<file path="config.mk">
export PLATFORM = sky130hd
export DESIGN_NAME = pixel_contrast_adjust_rgb_ycbcr
export DESIGN_NICKNAME = d
export VERILOG_FILES = /design/src/rtl/core/pcadj_pkg.sv /design/src/rtl/core/pcadj_cfg_regs.sv /design/src/rtl/core/pcadj_pipe_ctrl.sv /design/src/rtl/core/pcadj_datapath.sv /design/src/rtl/core/pixel_contrast_adjust_rgb_ycbcr.sv
export SDC_FILE = /design/constraint.sdc
export NUM_CORES = 2
export LEC_CHECK = 0
export BUFFER_PORTS_ARGS = -buffer_cell sky130_fd_sc_hd__buf_2
export CAP_MARGIN = 20
export CORE_ASPECT_RATIO = 0.8
export CORE_MARGIN = 2
export CORE_UTILIZATION = 29
export DETAILED_ROUTE_END_ITERATION = 6
export GPL_TIMING_DRIVEN = 0
export SLEW_MARGIN = 20
export SYNTH_ARGS = -nofsm -noshare
export SYNTH_HDL_FRONTEND = slang
export SYNTH_SLANG_ARGS = --single-unit
</file>
<file path="constraint.sdc">
create_clock -name clk -period 13.69 [get_ports clk]
set_input_delay 2.738 -clock clk [delete_from_list [all_inputs] [get_ports clk]]
set_output_delay 2.738 -clock clk [all_outputs]
set_load 0.01 [all_outputs]
</file>
<file path="src/rtl/core/pcadj_pkg.sv">
// Shared types, constants and clamp helpers for the pixel contrast adjust block.
`default_nettype none

package pcadj_pkg;

    // Pipeline depth: four arithmetic stages plus the output register.
    localparam int NumStages = 5;

    // Configuration port widths.
    localparam int CfgIdxW  = 2;
    localparam int CfgDataW = 16;

    // Configuration register indexes.
    typedef enum logic [CfgIdxW-1:0] {
        REG_COLOR_MODE   = 2'd0,
        REG_LEVEL_OFFSET = 2'd1,
        REG_GAIN         = 2'd2
    } cfg_reg_t;

    // Color mode codes.
    localparam logic MODE_RGB   = 1'b0;
    localparam logic MODE_YCBCR = 1'b1;

    // Reset values of the configuration registers.
    localparam logic [15:0] GainUnity = 16'd256;

    // Forward BT.601 luma coefficients, Q2.14, summing to 2^14.
    localparam logic [21:0] CoefYr = 22'd4899;
    localparam logic [21:0] CoefYg = 22'd9617;
    localparam logic [21:0] CoefYb = 22'd1868;

    // Chroma scale factors 1/1.772 and 1/1.402, Q2.14.
    localparam logic signed [14:0] CoefCb = 15'sd9246;
    localparam logic signed [14:0] CoefCr = 15'sd11686;

    // Inverse coefficients, Q2.14.
    localparam logic signed [15:0] CoefRcr = 16'sd22970;
    localparam logic signed [15:0] CoefGcr = 16'sd11700;
    localparam logic signed [15:0] CoefGcb = 16'sd5638;
    localparam logic signed [15:0] CoefBcb = 16'sd29032;

    // Chroma offset 127.5 in Q.28 and the clamp tops of each format.
    localparam logic signed [39:0] Half28 = 40'sd34225520640;
    localparam logic signed [39:0] Top28  = 40'sd68451041280;
    localparam logic signed [26:0] Top15  = 27'sd8355840;
    localparam logic signed [26:0] Top8   = 27'sd65280;

    // Configuration registers as seen by the datapath.
    typedef struct packed {
        logic              color_mode;
        logic signed [8:0] level_offset;
        logic [15:0]       gain_q8_8;
    } cfg_t;

    // Input and output beats.
    typedef struct packed {
        logic [7:0] in_red;
        logic [7:0] in_green;
        logic [7:0] in_blue;
    } in_pix_t;

    typedef struct packed {
        logic [7:0] out_red;
        logic [7:0] out_green;
        logic [7:0] out_blue;
    } out_pix_t;

    // Per-stage pipeline control: load enables and valid flags.
    typedef struct packed {
        logic [NumStages-1:0] adv;
        logic [NumStages-1:0] vld;
    } pipe_ctl_t;

    // Clamp a Q.8 value to 0..255 and truncate.
    function automatic logic [7:0] clamp_q8(input logic signed [26:0] p);
        logic [7:0] res;
        if (p < 0)
            res = 8'd0;
        else if (p > Top8)
            res = 8'd255;
        else
            res = p[15:8];
        return res;
    endfunction

    // Clamp a Q.15 value to 0..255 and truncate.
    function automatic logic [7:0] clamp_q15(input logic signed [26:0] p);
        logic [7:0] res;
        if (p < 0)
            res = 8'd0;
        else if (p > Top15)
            res = 8'd255;
        else
            res = p[22:15];
        return res;
    endfunction

    // Clamp a Q.28 value to 0..255 and truncate.
    function automatic logic [7:0] clamp_q28(input logic signed [39:0] p);
        logic [7:0] res;
        if (p < 0)
            res = 8'd0;
        else if (p > Top28)
            res = 8'd255;
        else
            res = p[35:28];
        return res;
    endfunction

endpackage

`default_nettype wire

</file>
<file path="src/rtl/core/pcadj_cfg_regs.sv">
// Configuration register file for the pixel contrast adjust block.
`default_nettype none

module pcadj_cfg_regs (
    input  wire logic                           clk,
    input  wire logic                           rst_n,
    input  wire logic                           cfg_wr_en,
    input  wire logic [pcadj_pkg::CfgIdxW-1:0]  cfg_index,
    input  wire logic [pcadj_pkg::CfgDataW-1:0] cfg_wdata,
    output pcadj_pkg::cfg_t                     cfg
);
    import pcadj_pkg::*;

    cfg_t cfg_reg;
    cfg_t cfg_next;

    // Decode the write; unknown indexes leave the registers alone.
    always_comb
    begin
        cfg_next = cfg_reg;
        if (cfg_wr_en)
        begin
            unique case (cfg_reg_t'(cfg_index))
                REG_COLOR_MODE:   cfg_next.color_mode   = cfg_wdata[0];
                REG_LEVEL_OFFSET: cfg_next.level_offset = $signed(cfg_wdata[8:0]);
                REG_GAIN:         cfg_next.gain_q8_8    = cfg_wdata[15:0];
                default:          cfg_next = cfg_reg;
            endcase
        end
    end

    always_ff @(posedge clk or negedge rst_n)
    begin
        if (!rst_n)
        begin
            cfg_reg.color_mode   <= MODE_RGB;
            cfg_reg.level_offset <= 9'sd0;
            cfg_reg.gain_q8_8    <= GainUnity;
        end
        else
        begin
            cfg_reg <= cfg_next;
        end
    end

    assign cfg = cfg_reg;

endmodule

`default_nettype wire

</file>
<file path="src/rtl/core/pcadj_pipe_ctrl.sv">
// Valid tracking and per-stage load enables for the pixel pipeline.
`default_nettype none

module pcadj_pipe_ctrl (
    input  wire logic             clk,
    input  wire logic             rst_n,
    input  wire logic             in_valid,
    input  wire logic             out_ready,
    output pcadj_pkg::pipe_ctl_t  ctl
);
    import pcadj_pkg::*;

    logic [NumStages-1:0] vld_reg;
    logic [NumStages-1:0] vld_next;
    logic [NumStages-1:0] adv;

    // A stage loads when it is empty or its contents move on, so bubbles collapse.
    always_comb
    begin
        adv[NumStages-1] = !vld_reg[NumStages-1] || out_ready;
        for (int k = NumStages - 2; k >= 0; k--)
        begin
            adv[k] = !vld_reg[k] || adv[k+1];
        end
    end

    // Valid flags follow the data through each loading stage.
    always_comb
    begin
        vld_next = vld_reg;
        if (adv[0])
            vld_next[0] = in_valid;
        for (int k = 1; k < NumStages; k++)
        begin
            if (adv[k])
                vld_next[k] = vld_reg[k-1];
        end
    end

    always_ff @(posedge clk or negedge rst_n)
    begin
        if (!rst_n)
            vld_reg <= '0;
        else
            vld_reg <= vld_next;
    end

    assign ctl.adv = adv;
    assign ctl.vld = vld_reg;

endmodule

`default_nettype wire

</file>
<file path="src/rtl/core/pcadj_datapath.sv">
// Five-stage arithmetic pipeline: color conversion, contrast and clamping.
`default_nettype none

module pcadj_datapath (
    input  wire logic                  clk,
    input  wire pcadj_pkg::cfg_t       cfg,
    input  wire pcadj_pkg::pipe_ctl_t  ctl,
    input  wire pcadj_pkg::in_pix_t    in_data,
    output pcadj_pkg::out_pix_t        out_data
);
    import pcadj_pkg::*;

    // Stage 1: luma sum and per-channel offset removal.
    logic [7:0]        s1_r_reg, s1_b_reg;
    logic [21:0]       s1_ya_reg;
    logic signed [9:0] s1_dr_reg, s1_dg_reg, s1_db_reg;
    logic [21:0]       s1_ya_next;
    logic signed [9:0] off10;

    // Stage 2: luma, chroma products and RGB contrast products.
    logic [7:0]         s2_y_reg;
    logic signed [37:0] s2_cbp_reg, s2_crp_reg;
    logic signed [26:0] s2_pr_reg, s2_pg_reg, s2_pb_reg;
    logic signed [22:0] s2_db_next, s2_dr_next;
    logic signed [16:0] gain17;

    // Stage 3: clamped chroma, luma contrast product, RGB results.
    logic [7:0]         s3_cb_reg, s3_cr_reg;
    logic signed [26:0] s3_yp_reg;
    logic [7:0]         s3_ro_reg, s3_go_reg, s3_bo_reg;
    logic signed [9:0]  s3_ydiff;

    // Stage 4: adjusted luma and inverse chroma products.
    logic [7:0]         s4_y2_reg;
    logic signed [25:0] s4_rcr_reg, s4_gcr_reg, s4_gcb_reg, s4_bcb_reg;
    logic [7:0]         s4_ro_reg, s4_go_reg, s4_bo_reg;
    logic signed [9:0]  s4_dcr, s4_dcb;

    // Stage 5: output register.
    out_pix_t           s5_out_reg;
    out_pix_t           s5_out_next;
    logic signed [26:0] y15;
    logic signed [26:0] sum_r, sum_g, sum_b;

    assign off10  = {cfg.level_offset[8], cfg.level_offset};
    assign gain17 = $signed({1'b0, cfg.gain_q8_8});

    // Luma as a weighted sum of the three channels, Q.14.
    assign s1_ya_next = 22'(in_data.in_red)   * CoefYr
                      + 22'(in_data.in_green) * CoefYg
                      + 22'(in_data.in_blue)  * CoefYb;

    always_ff @(posedge clk)
    begin
        if (ctl.adv[0])
        begin
            s1_r_reg  <= in_data.in_red;
            s1_b_reg  <= in_data.in_blue;
            s1_ya_reg <= s1_ya_next;
            s1_dr_reg <= $signed({2'b00, in_data.in_red})   - off10;
            s1_dg_reg <= $signed({2'b00, in_data.in_green}) - off10;
            s1_db_reg <= $signed({2'b00, in_data.in_blue})  - off10;
        end
    end

    // Color differences against luma, both Q.14.
    assign s2_db_next = $signed({1'b0, s1_b_reg, 14'd0}) - $signed({1'b0, s1_ya_reg});
    assign s2_dr_next = $signed({1'b0, s1_r_reg, 14'd0}) - $signed({1'b0, s1_ya_reg});

    always_ff @(posedge clk)
    begin
        if (ctl.adv[1])
        begin
            // Luma never exceeds 255 in Q.14, so truncation alone suffices.
            s2_y_reg   <= s1_ya_reg[21:14];
            s2_cbp_reg <= s2_db_next * CoefCb;
            s2_crp_reg <= s2_dr_next * CoefCr;
            s2_pr_reg  <= s1_dr_reg * gain17;
            s2_pg_reg  <= s1_dg_reg * gain17;
            s2_pb_reg  <= s1_db_reg * gain17;
        end
    end

    assign s3_ydiff = $signed({2'b00, s2_y_reg}) - off10;

    always_ff @(posedge clk)
    begin
        if (ctl.adv[2])
        begin
            s3_cb_reg <= clamp_q28(40'(s2_cbp_reg) + Half28);
            s3_cr_reg <= clamp_q28(40'(s2_crp_reg) + Half28);
            s3_yp_reg <= s3_ydiff * gain17;
            s3_ro_reg <= clamp_q8(s2_pr_reg);
            s3_go_reg <= clamp_q8(s2_pg_reg);
            s3_bo_reg <= clamp_q8(s2_pb_reg);
        end
    end

    // Chroma back to signed differences around the midpoint, doubled.
    assign s4_dcr = $signed({1'b0, s3_cr_reg, 1'b0}) - 10'sd255;
    assign s4_dcb = $signed({1'b0, s3_cb_reg, 1'b0}) - 10'sd255;

    always_ff @(posedge clk)
    begin
        if (ctl.adv[3])
        begin
            s4_y2_reg  <= clamp_q8(s3_yp_reg);
            s4_rcr_reg <= s4_dcr * CoefRcr;
            s4_gcr_reg <= s4_dcr * CoefGcr;
            s4_gcb_reg <= s4_dcb * CoefGcb;
            s4_bcb_reg <= s4_dcb * CoefBcb;
            s4_ro_reg  <= s3_ro_reg;
            s4_go_reg  <= s3_go_reg;
            s4_bo_reg  <= s3_bo_reg;
        end
    end

    // Inverse conversion in Q.15 and the mode select.
    assign y15   = $signed({4'd0, s4_y2_reg, 15'd0});
    assign sum_r = y15 + 27'(s4_rcr_reg);
    assign sum_g = y15 - 27'(s4_gcr_reg) - 27'(s4_gcb_reg);
    assign sum_b = y15 + 27'(s4_bcb_reg);

    always_comb
    begin
        if (cfg.color_mode == MODE_YCBCR)
        begin
            s5_out_next.out_red   = clamp_q15(sum_r);
            s5_out_next.out_green = clamp_q15(sum_g);
            s5_out_next.out_blue  = clamp_q15(sum_b);
        end
        else
        begin
            s5_out_next.out_red   = s4_ro_reg;
            s5_out_next.out_green = s4_go_reg;
            s5_out_next.out_blue  = s4_bo_reg;
        end
    end

    always_ff @(posedge clk)
    begin
        if (ctl.adv[4])
            s5_out_reg <= s5_out_next;
    end

    assign out_data = s5_out_reg;

endmodule

`default_nettype wire

</file>
<file path="src/rtl/core/pixel_contrast_adjust_rgb_ycbcr.sv">
// Top level of the pixel contrast adjust block with RGB or BT.601 luma mode.
//
// One 8-bit RGB pixel enters per input beat (in_valid/in_ready, payload
// in_data) and one adjusted pixel leaves per output beat (out_valid/
// out_ready, payload out_data). Each channel, or the full-range BT.601 luma
// in YCbCr mode, becomes clamp((v - level_offset) * gain_q8_8 / 256, 0, 255).
// Registers are written through cfg_wr_en/cfg_index/cfg_wdata; write them
// only while no pixel is in flight.
// An accepted input beat reaches out_valid through the five register stages
// (luma sum, chroma and contrast products, chroma clamp and luma product,
// inverse products, output register).
// Throughput is one pixel per cycle while out_ready is high. When the
// receiver holds out_ready low, the output stage keeps its beat and the
// earlier stages fill until all five hold a pixel; only then in_ready drops.
// Reset clears all valid flags and loads color_mode 0, level_offset 0 and
// gain_q8_8 256 (unity gain, RGB mode).
`default_nettype none

module pixel_contrast_adjust_rgb_ycbcr (
    input  wire logic                           clk,
    input  wire logic                           rst_n,
    input  wire logic                           cfg_wr_en,
    input  wire logic [pcadj_pkg::CfgIdxW-1:0]  cfg_index,
    input  wire logic [pcadj_pkg::CfgDataW-1:0] cfg_wdata,
    input  wire logic                           in_valid,
    output logic                                in_ready,
    input  wire pcadj_pkg::in_pix_t             in_data,
    output logic                                out_valid,
    input  wire logic                           out_ready,
    output pcadj_pkg::out_pix_t                 out_data
);
    import pcadj_pkg::*;

    cfg_t      cfg;
    pipe_ctl_t ctl;

    pcadj_cfg_regs u_cfg_regs (
        .clk       (clk),
        .rst_n     (rst_n),
        .cfg_wr_en (cfg_wr_en),
        .cfg_index (cfg_index),
        .cfg_wdata (cfg_wdata),
        .cfg       (cfg)
    );

    pcadj_pipe_ctrl u_pipe_ctrl (
        .clk       (clk),
        .rst_n     (rst_n),
        .in_valid  (in_valid),
        .out_ready (out_ready),
        .ctl       (ctl)
    );

    pcadj_datapath u_datapath (
        .clk      (clk),
        .cfg      (cfg),
        .ctl      (ctl),
        .in_data  (in_data),
        .out_data (out_data)
    );

    assign in_ready  = ctl.adv[0];
    assign out_valid = ctl.vld[NumStages-1];

    // An empty output stage means every stage can load, so input is open.
    a_empty_out_accepts: assert property (@(posedge clk) disable iff (!rst_n)
        !out_valid |-> in_ready)
        else $error("input blocked while output stage is empty");

    // Input backpressure only when every stage holds a pixel.
    a_stall_only_full: assert property (@(posedge clk) disable iff (!rst_n)
        !in_ready |-> (ctl.vld == '1))
        else $error("input blocked with a bubble in the pipeline");

    // A new output beat must come from the stage just before the output.
    a_out_from_prev: assert property (@(posedge clk) disable iff (!rst_n)
        $rose(out_valid) |-> $past(ctl.vld[NumStages-2]))
        else $error("output valid without a pixel in the previous stage");

endmodule

`default_nettype wire
</file>
# Word-level counts from Yosys, hierarchy flattened
# Index checks and enable logic that the tools add are counted.
# classes
n_addsub,16
multipliers,13
magnitude_cmp,18
eq_ne,2
n_mux,13
reduce_logical,14
# ops
operator,count
$lt A27 B1 Y1 const B,7
$gt A27 B17 Y1 const B,4
$mul A10 B17 Y27,4
$mux W8,12
$gt A27 B24 Y1 const B,3
$gt A40 B37 Y1 const B,2
$lt A40 B1 Y1 const B,2
$add A38 B36 Y39 const B,2
$mul A23 B14 Y37 const B,2
$mul A10 B13 Y23 const B,3
$add A24 B26 Y27,2
$sub A22 B22 Y23,2
$sub A9 B9 Y10,4
$sub A26 B24 Y27,1
$sub A24 B25 Y26,1
$mul A10 B15 Y25 const B,1
$mux W24,1
$add A21 B22 Y22,1
$add A22 B19 Y22,1
$mul A8 B14 Y22 const B,1
$mul A8 B13 Y21 const B,1
$sub A9 B8 Y10 const B,2
$mul A8 B9 Y17 const B,1
$reduce_and A2 Y1,3
other kinds (5),13
# word_totals
regBits,479
inputBits,47
out_inout_bits,26
elab_cells,113

# Longest topological paths before layout
# depth
ltp_word,6
depth_mapped,33
depth_no_buf,32

# Modules after synthesis
# From an unflattened synthesis, not the netlist that was laid out.
# hier_totals
hier_cells,6345
area_unflattened_um2,64619.5
# by_module_without_submodules
mod,instances,cells_each,area_per_inst_um2,seq_area_each_um2
pcadj_datapath,1,6272,63379.5,12552.0
pcadj_cfg_regs,1,56,1032.2,651.9
pcadj_pipe_ctrl,1,17,207.7,125.1

# Least setup slack after synthesis
# OpenSTA, ideal clock, no wires.
# synth_path
path_kind,in2out
startpoint,input out_ready
endpoint,output in_ready
t_arrival_ns,9.464
required_ns,10.952
path_slack_ns,1.488
cell_stages,4
path_buffers,0
cell_sequence,nor2b_1 -> nand4_1 -> inv_1 -> nand2_1
# synth_lines
item,line,rtl
from (decl),pixel_contrast_adjust_rgb_ycbcr.sv:29,"input wire logic out_ready,"
to (decl),pixel_contrast_adjust_rgb_ycbcr.sv:26,"output logic in_ready,"

# Worst setup path after layout
# layout_path
startpoint,input in_data[5] in the netlist's numbering
endpoint,register u_datapath.s1_ya_reg[21] (data pin)
# layout_via
elab_chain_cells,2
# layout_lines
item,line,rtl
from (decl),pixel_contrast_adjust_rgb_ycbcr.sv:27,"input wire pcadj_pkg::in_pix_t in_data,"
$mul A8 B9 Y17,pcadj_datapath.sv:51,+ 22'(in_data.in_blue) * CoefYb;
$add A22 B19 Y22,pcadj_datapath.sv:51,
net u_datapath.s1_ya_next[21],pcadj_datapath.sv:17,logic [21:0] s1_ya_next;
to (signal assigned),pcadj_datapath.sv:59,s1_ya_reg <= s1_ya_next;
to (decl),pcadj_datapath.sv:15,logic [21:0] s1_ya_reg;
# The timed path passes the listed nets, and every way through them passes these cells.
# A chain may end at the register's enable or synchronous reset.

==> metrics.md <==
| Metric | Value |
|---|---|
| Grt met1 use | `0.223` |
| Final instance area | `70200 sq um` |
| CP arrival | `9.72 ns` |
| Total Nets Final | `8320` |
| Initial core utilization | `0.291` |
| Maxcap violations | `0` |
| Period minus WS final | `9.29 ns` |
| R2R cell count | `33` |
| Vias | `43333` |
| Mapped Cells | `6225` |
| Slew margin rel. | `0.204` |
| Syn Area/Cell | `10.3 sq um` |
| Internal reg-to-reg setup slack | `4.43 ns` |
| RD Place Congestion | `0.920` |
| Vias in the first global route | `44889` |
| Fill cells | `22471` |
| Largest stage delay, worst path | `0.80 ns` |
| P&R area growth vs syn | `9.73%` |
| I/O Pins | `73` |
| Clock Latency Late Sink | `0.68 ns` |
| Total routing usage reported by global routing | `0.152` |
| Fmax | `0.108 GHz` |
| CTS tree | `built` |
| Die width | `529 um` |
| Clk buf depth | `3` |
| Core Footprint | `220000 sq um` |
| TritonCTS Buffers | `53` |
| Cell area after synthesis | `63900 sq um` |
| Worst path bufs/invs | `5` |
| Worst slew pin tran | `1.19 ns` |
| Area leader, netlist | `fa_1` |
| Hold slack | `0.416 ns` |
| Worst reg2reg endpoint | `u_datapath.s2_crp_reg[37]` |
| GR Util met2 | `0.229` |
| Status | `completed` |
| CP Max Fanout | `8` |
| Reg2reg start | `u_datapath.s1_ya_reg[0]` |
| Synth unique cells | `82` |
| Setup Buffers After CTS | `0` |
| Initial antenna violation count | `23` |
| Routed WL per cell | `18.1 um` |
| Setup crit start kind | `input port` |
| RSZ-0062 raised after global routing | `no` |
| Clock sinks | `449` |
| Slowest cell on the critical path | `a2111oi_0` |
| Largest family of logic cells by synthesized area | `adder cells` |
| Ys Warns | `0` |
| Post-route setup TNS | `0 ns` |
| Die area | `224000 sq um` |
| Slew Viols, Final | `0` |
| Post-synthesis mux area share | `0.00556` |
| Clk root buf | `clkbuf_16` |
| Detailed placement HPWL | `140 mm` |
| Post-synthesis simple-gate area fraction | `0.107` |
| Syn nets | `8174` |
| WHS Endpoint | `u_datapath.s4_bo_reg[2]` |
| Crit path max-delay family | `adder cells` |
| Post-layout util | `0.319` |
| WL final | `169 mm` |
| Xor and xnor area share after synthesis | `0.0434` |
| Max FFs per register | `37` |
| Adder-cell share of the synthesized area | `0.475` |
| Primary FF master, synth | `edfxtp_1` |
| H-tree levels | `2` |
| DR pass1 iterations | `5` |
| Worst Setup Path Type | `input port to flip-flop` |
| Most used cell, CP | `ha_1` |
| WHS Path Cells | `0` |
| Vias per inst | `4.66` |
| Leading post-synthesis cells by cell area | `fa_1 27%, ha_1 20%, edfxtp_1 20%` |
| Asr flop ratio synth | `0.0690` |
| Iteration-0 DRC Markers | `2890` |
| Grt ovf | `0` |
| Final ANT Viol Nets | `0` |
| Number of synthesized flops with an enable pin | `418` |
| Tcrit/Tclk final | `0.679` |
| CP Data Required Time | `14.12 ns` |
| Layout cells sized above 1 | `0.0458` |
| Seq cells post-synth | `449` |
| Post-synthesis compound-gate area fraction | `0.0730` |
| Input/output buffers | `72` |
| Remaining DRCs | `0` |
| Placed Area | `68300 sq um` |
| Post-CTS Resized | `0` |
| Hold_buf cts | `0` |
| GRT busiest layer | `met2` |
| Rows | `154` |
| Fin Clk Skew | `0.0518 ns` |
| Share of the synthesized area in the top cell type | `0.274` |
| Largest net degree at the start of global routing | `57` |
| Die height | `424 um` |
| Finish-stage setup viols | `0` |
| First-pass GRT wire length | `263 mm` |
| Hold path start | `u_datapath.s3_bo_reg[2]` |
| Final hold violations | `0` |
| Min-delay worst type | `flip-flop to flip-flop` |
| Worst-path clk slew | `0.06 ns` |
| Seq/Total Area, Yosys | `0.208` |
| Met3 Usage GRT | `0.0312` |
| Critical Path Sink Type | `flip-flop` |
[worst max-delay path by stage]
stage / cells past startpoint / end / start
finish: 28 / u_datapath.s1_ya_reg[21] / in_data[5]
global route: 28 / u_datapath.s1_ya_reg[21] / in_data[6]
CTS: 28 / u_datapath.s1_ya_reg[21] / in_data[6]
detailed placement: 28 / u_datapath.s1_ya_reg[21] / in_data[6]
global placement: 6 / in_ready / out_ready
floorplan: 4 / in_ready / out_ready
[cells in the mapped netlist (all sizes together), types with 24 or more instances]
library cell	instances
o21ai	106
and2	278
and3	25
a21o	107
a21oi	221
or3	26
o21bai	46
ha	1028
xnor2	211
mux2	28
nand2	363
inv	1373
xor2	105
o21a	48
nor2	190
a211oi	28
nor4	35
nand2b	96
nor2b	79
a31oi	24
clkbuf	112
fa	874
nand3	55
nor3	100
edfxtp	418
dfrtp	30
[area by class of cell]
| cell class | count | area, sq um | share of cell area |
|---|---|---|---|
| multi-input combinational | 4286 | 45100 | 0.644 |
| sequential | 449 | 13300 | 0.190 |
| inverter | 1373 | 5150 | 0.0735 |
| tap | 2886 | 3610 | 0.0515 |
| clock buffer | 61 | 1430 | 0.0204 |
| timing repair buffer | 91 | 634 | 0.00904 |
| buffer | 117 | 445 | 0.00635 |
| clock inverter | 38 | 385 | 0.00549 |
| antenna | 6 | 15.0 | 0.000214 |
[per-stage QoR]
step | setup WS, ns | instances
floorplan | 1.49 | 6225
global placement | -3.12 | 9183
detailed placement | 3.73 | 9202
CTS | 4.44 | 9301
global route | 3.98 | 9301
finish | 4.40 | 9307
[layout by cell type (no fill, tap or decap), types with 28 or more instances in the layout]
| cell type | instances |
|---|---|
| o21ai_0 | 104 |
| xor2_1 | 100 |
| and2_1 | 278 |
| o21a_1 | 48 |
| mux2_2 | 28 |
| buf_2 | 71 |
| nor3_1 | 100 |
| clkbuf_16 | 55 |
| nand2b_1 | 96 |
| edfxtp_1 | 418 |
| ha_1 | 1028 |
| inv_1 | 1373 |
| dfrtp_1 | 30 |
| nor2_1 | 190 |
| nor4_1 | 33 |
| o21bai_1 | 46 |
| a21o_1 | 107 |
| fa_1 | 874 |
| clkbuf_1 | 110 |
| xnor2_1 | 204 |
| nor2b_1 | 79 |
| nand3_1 | 54 |
| nand2_1 | 361 |
| a21oi_1 | 220 |
[cell families after synthesis]
kind of cell	count (synthesis)
buffers and inverters	1490
AOI/OAI and AO/OA	706
and+or+nand+nor	1329
muxes	32
other	1
DFF	449
adders and majority gates	1902
xor gates and xnor gates	316
[routing by layer]
layer | share of wire | wire length, um
met1 | 0.49 | 82200
met2 | 0.42 | 70800
met3 | 0.073 | 12200
met4 | 0.020 | 3420
met5 | 0.00023 | 38
Power is not shown: default switching activity piles up to over one toggle a cycle in this logic, so the estimate is an artifact.
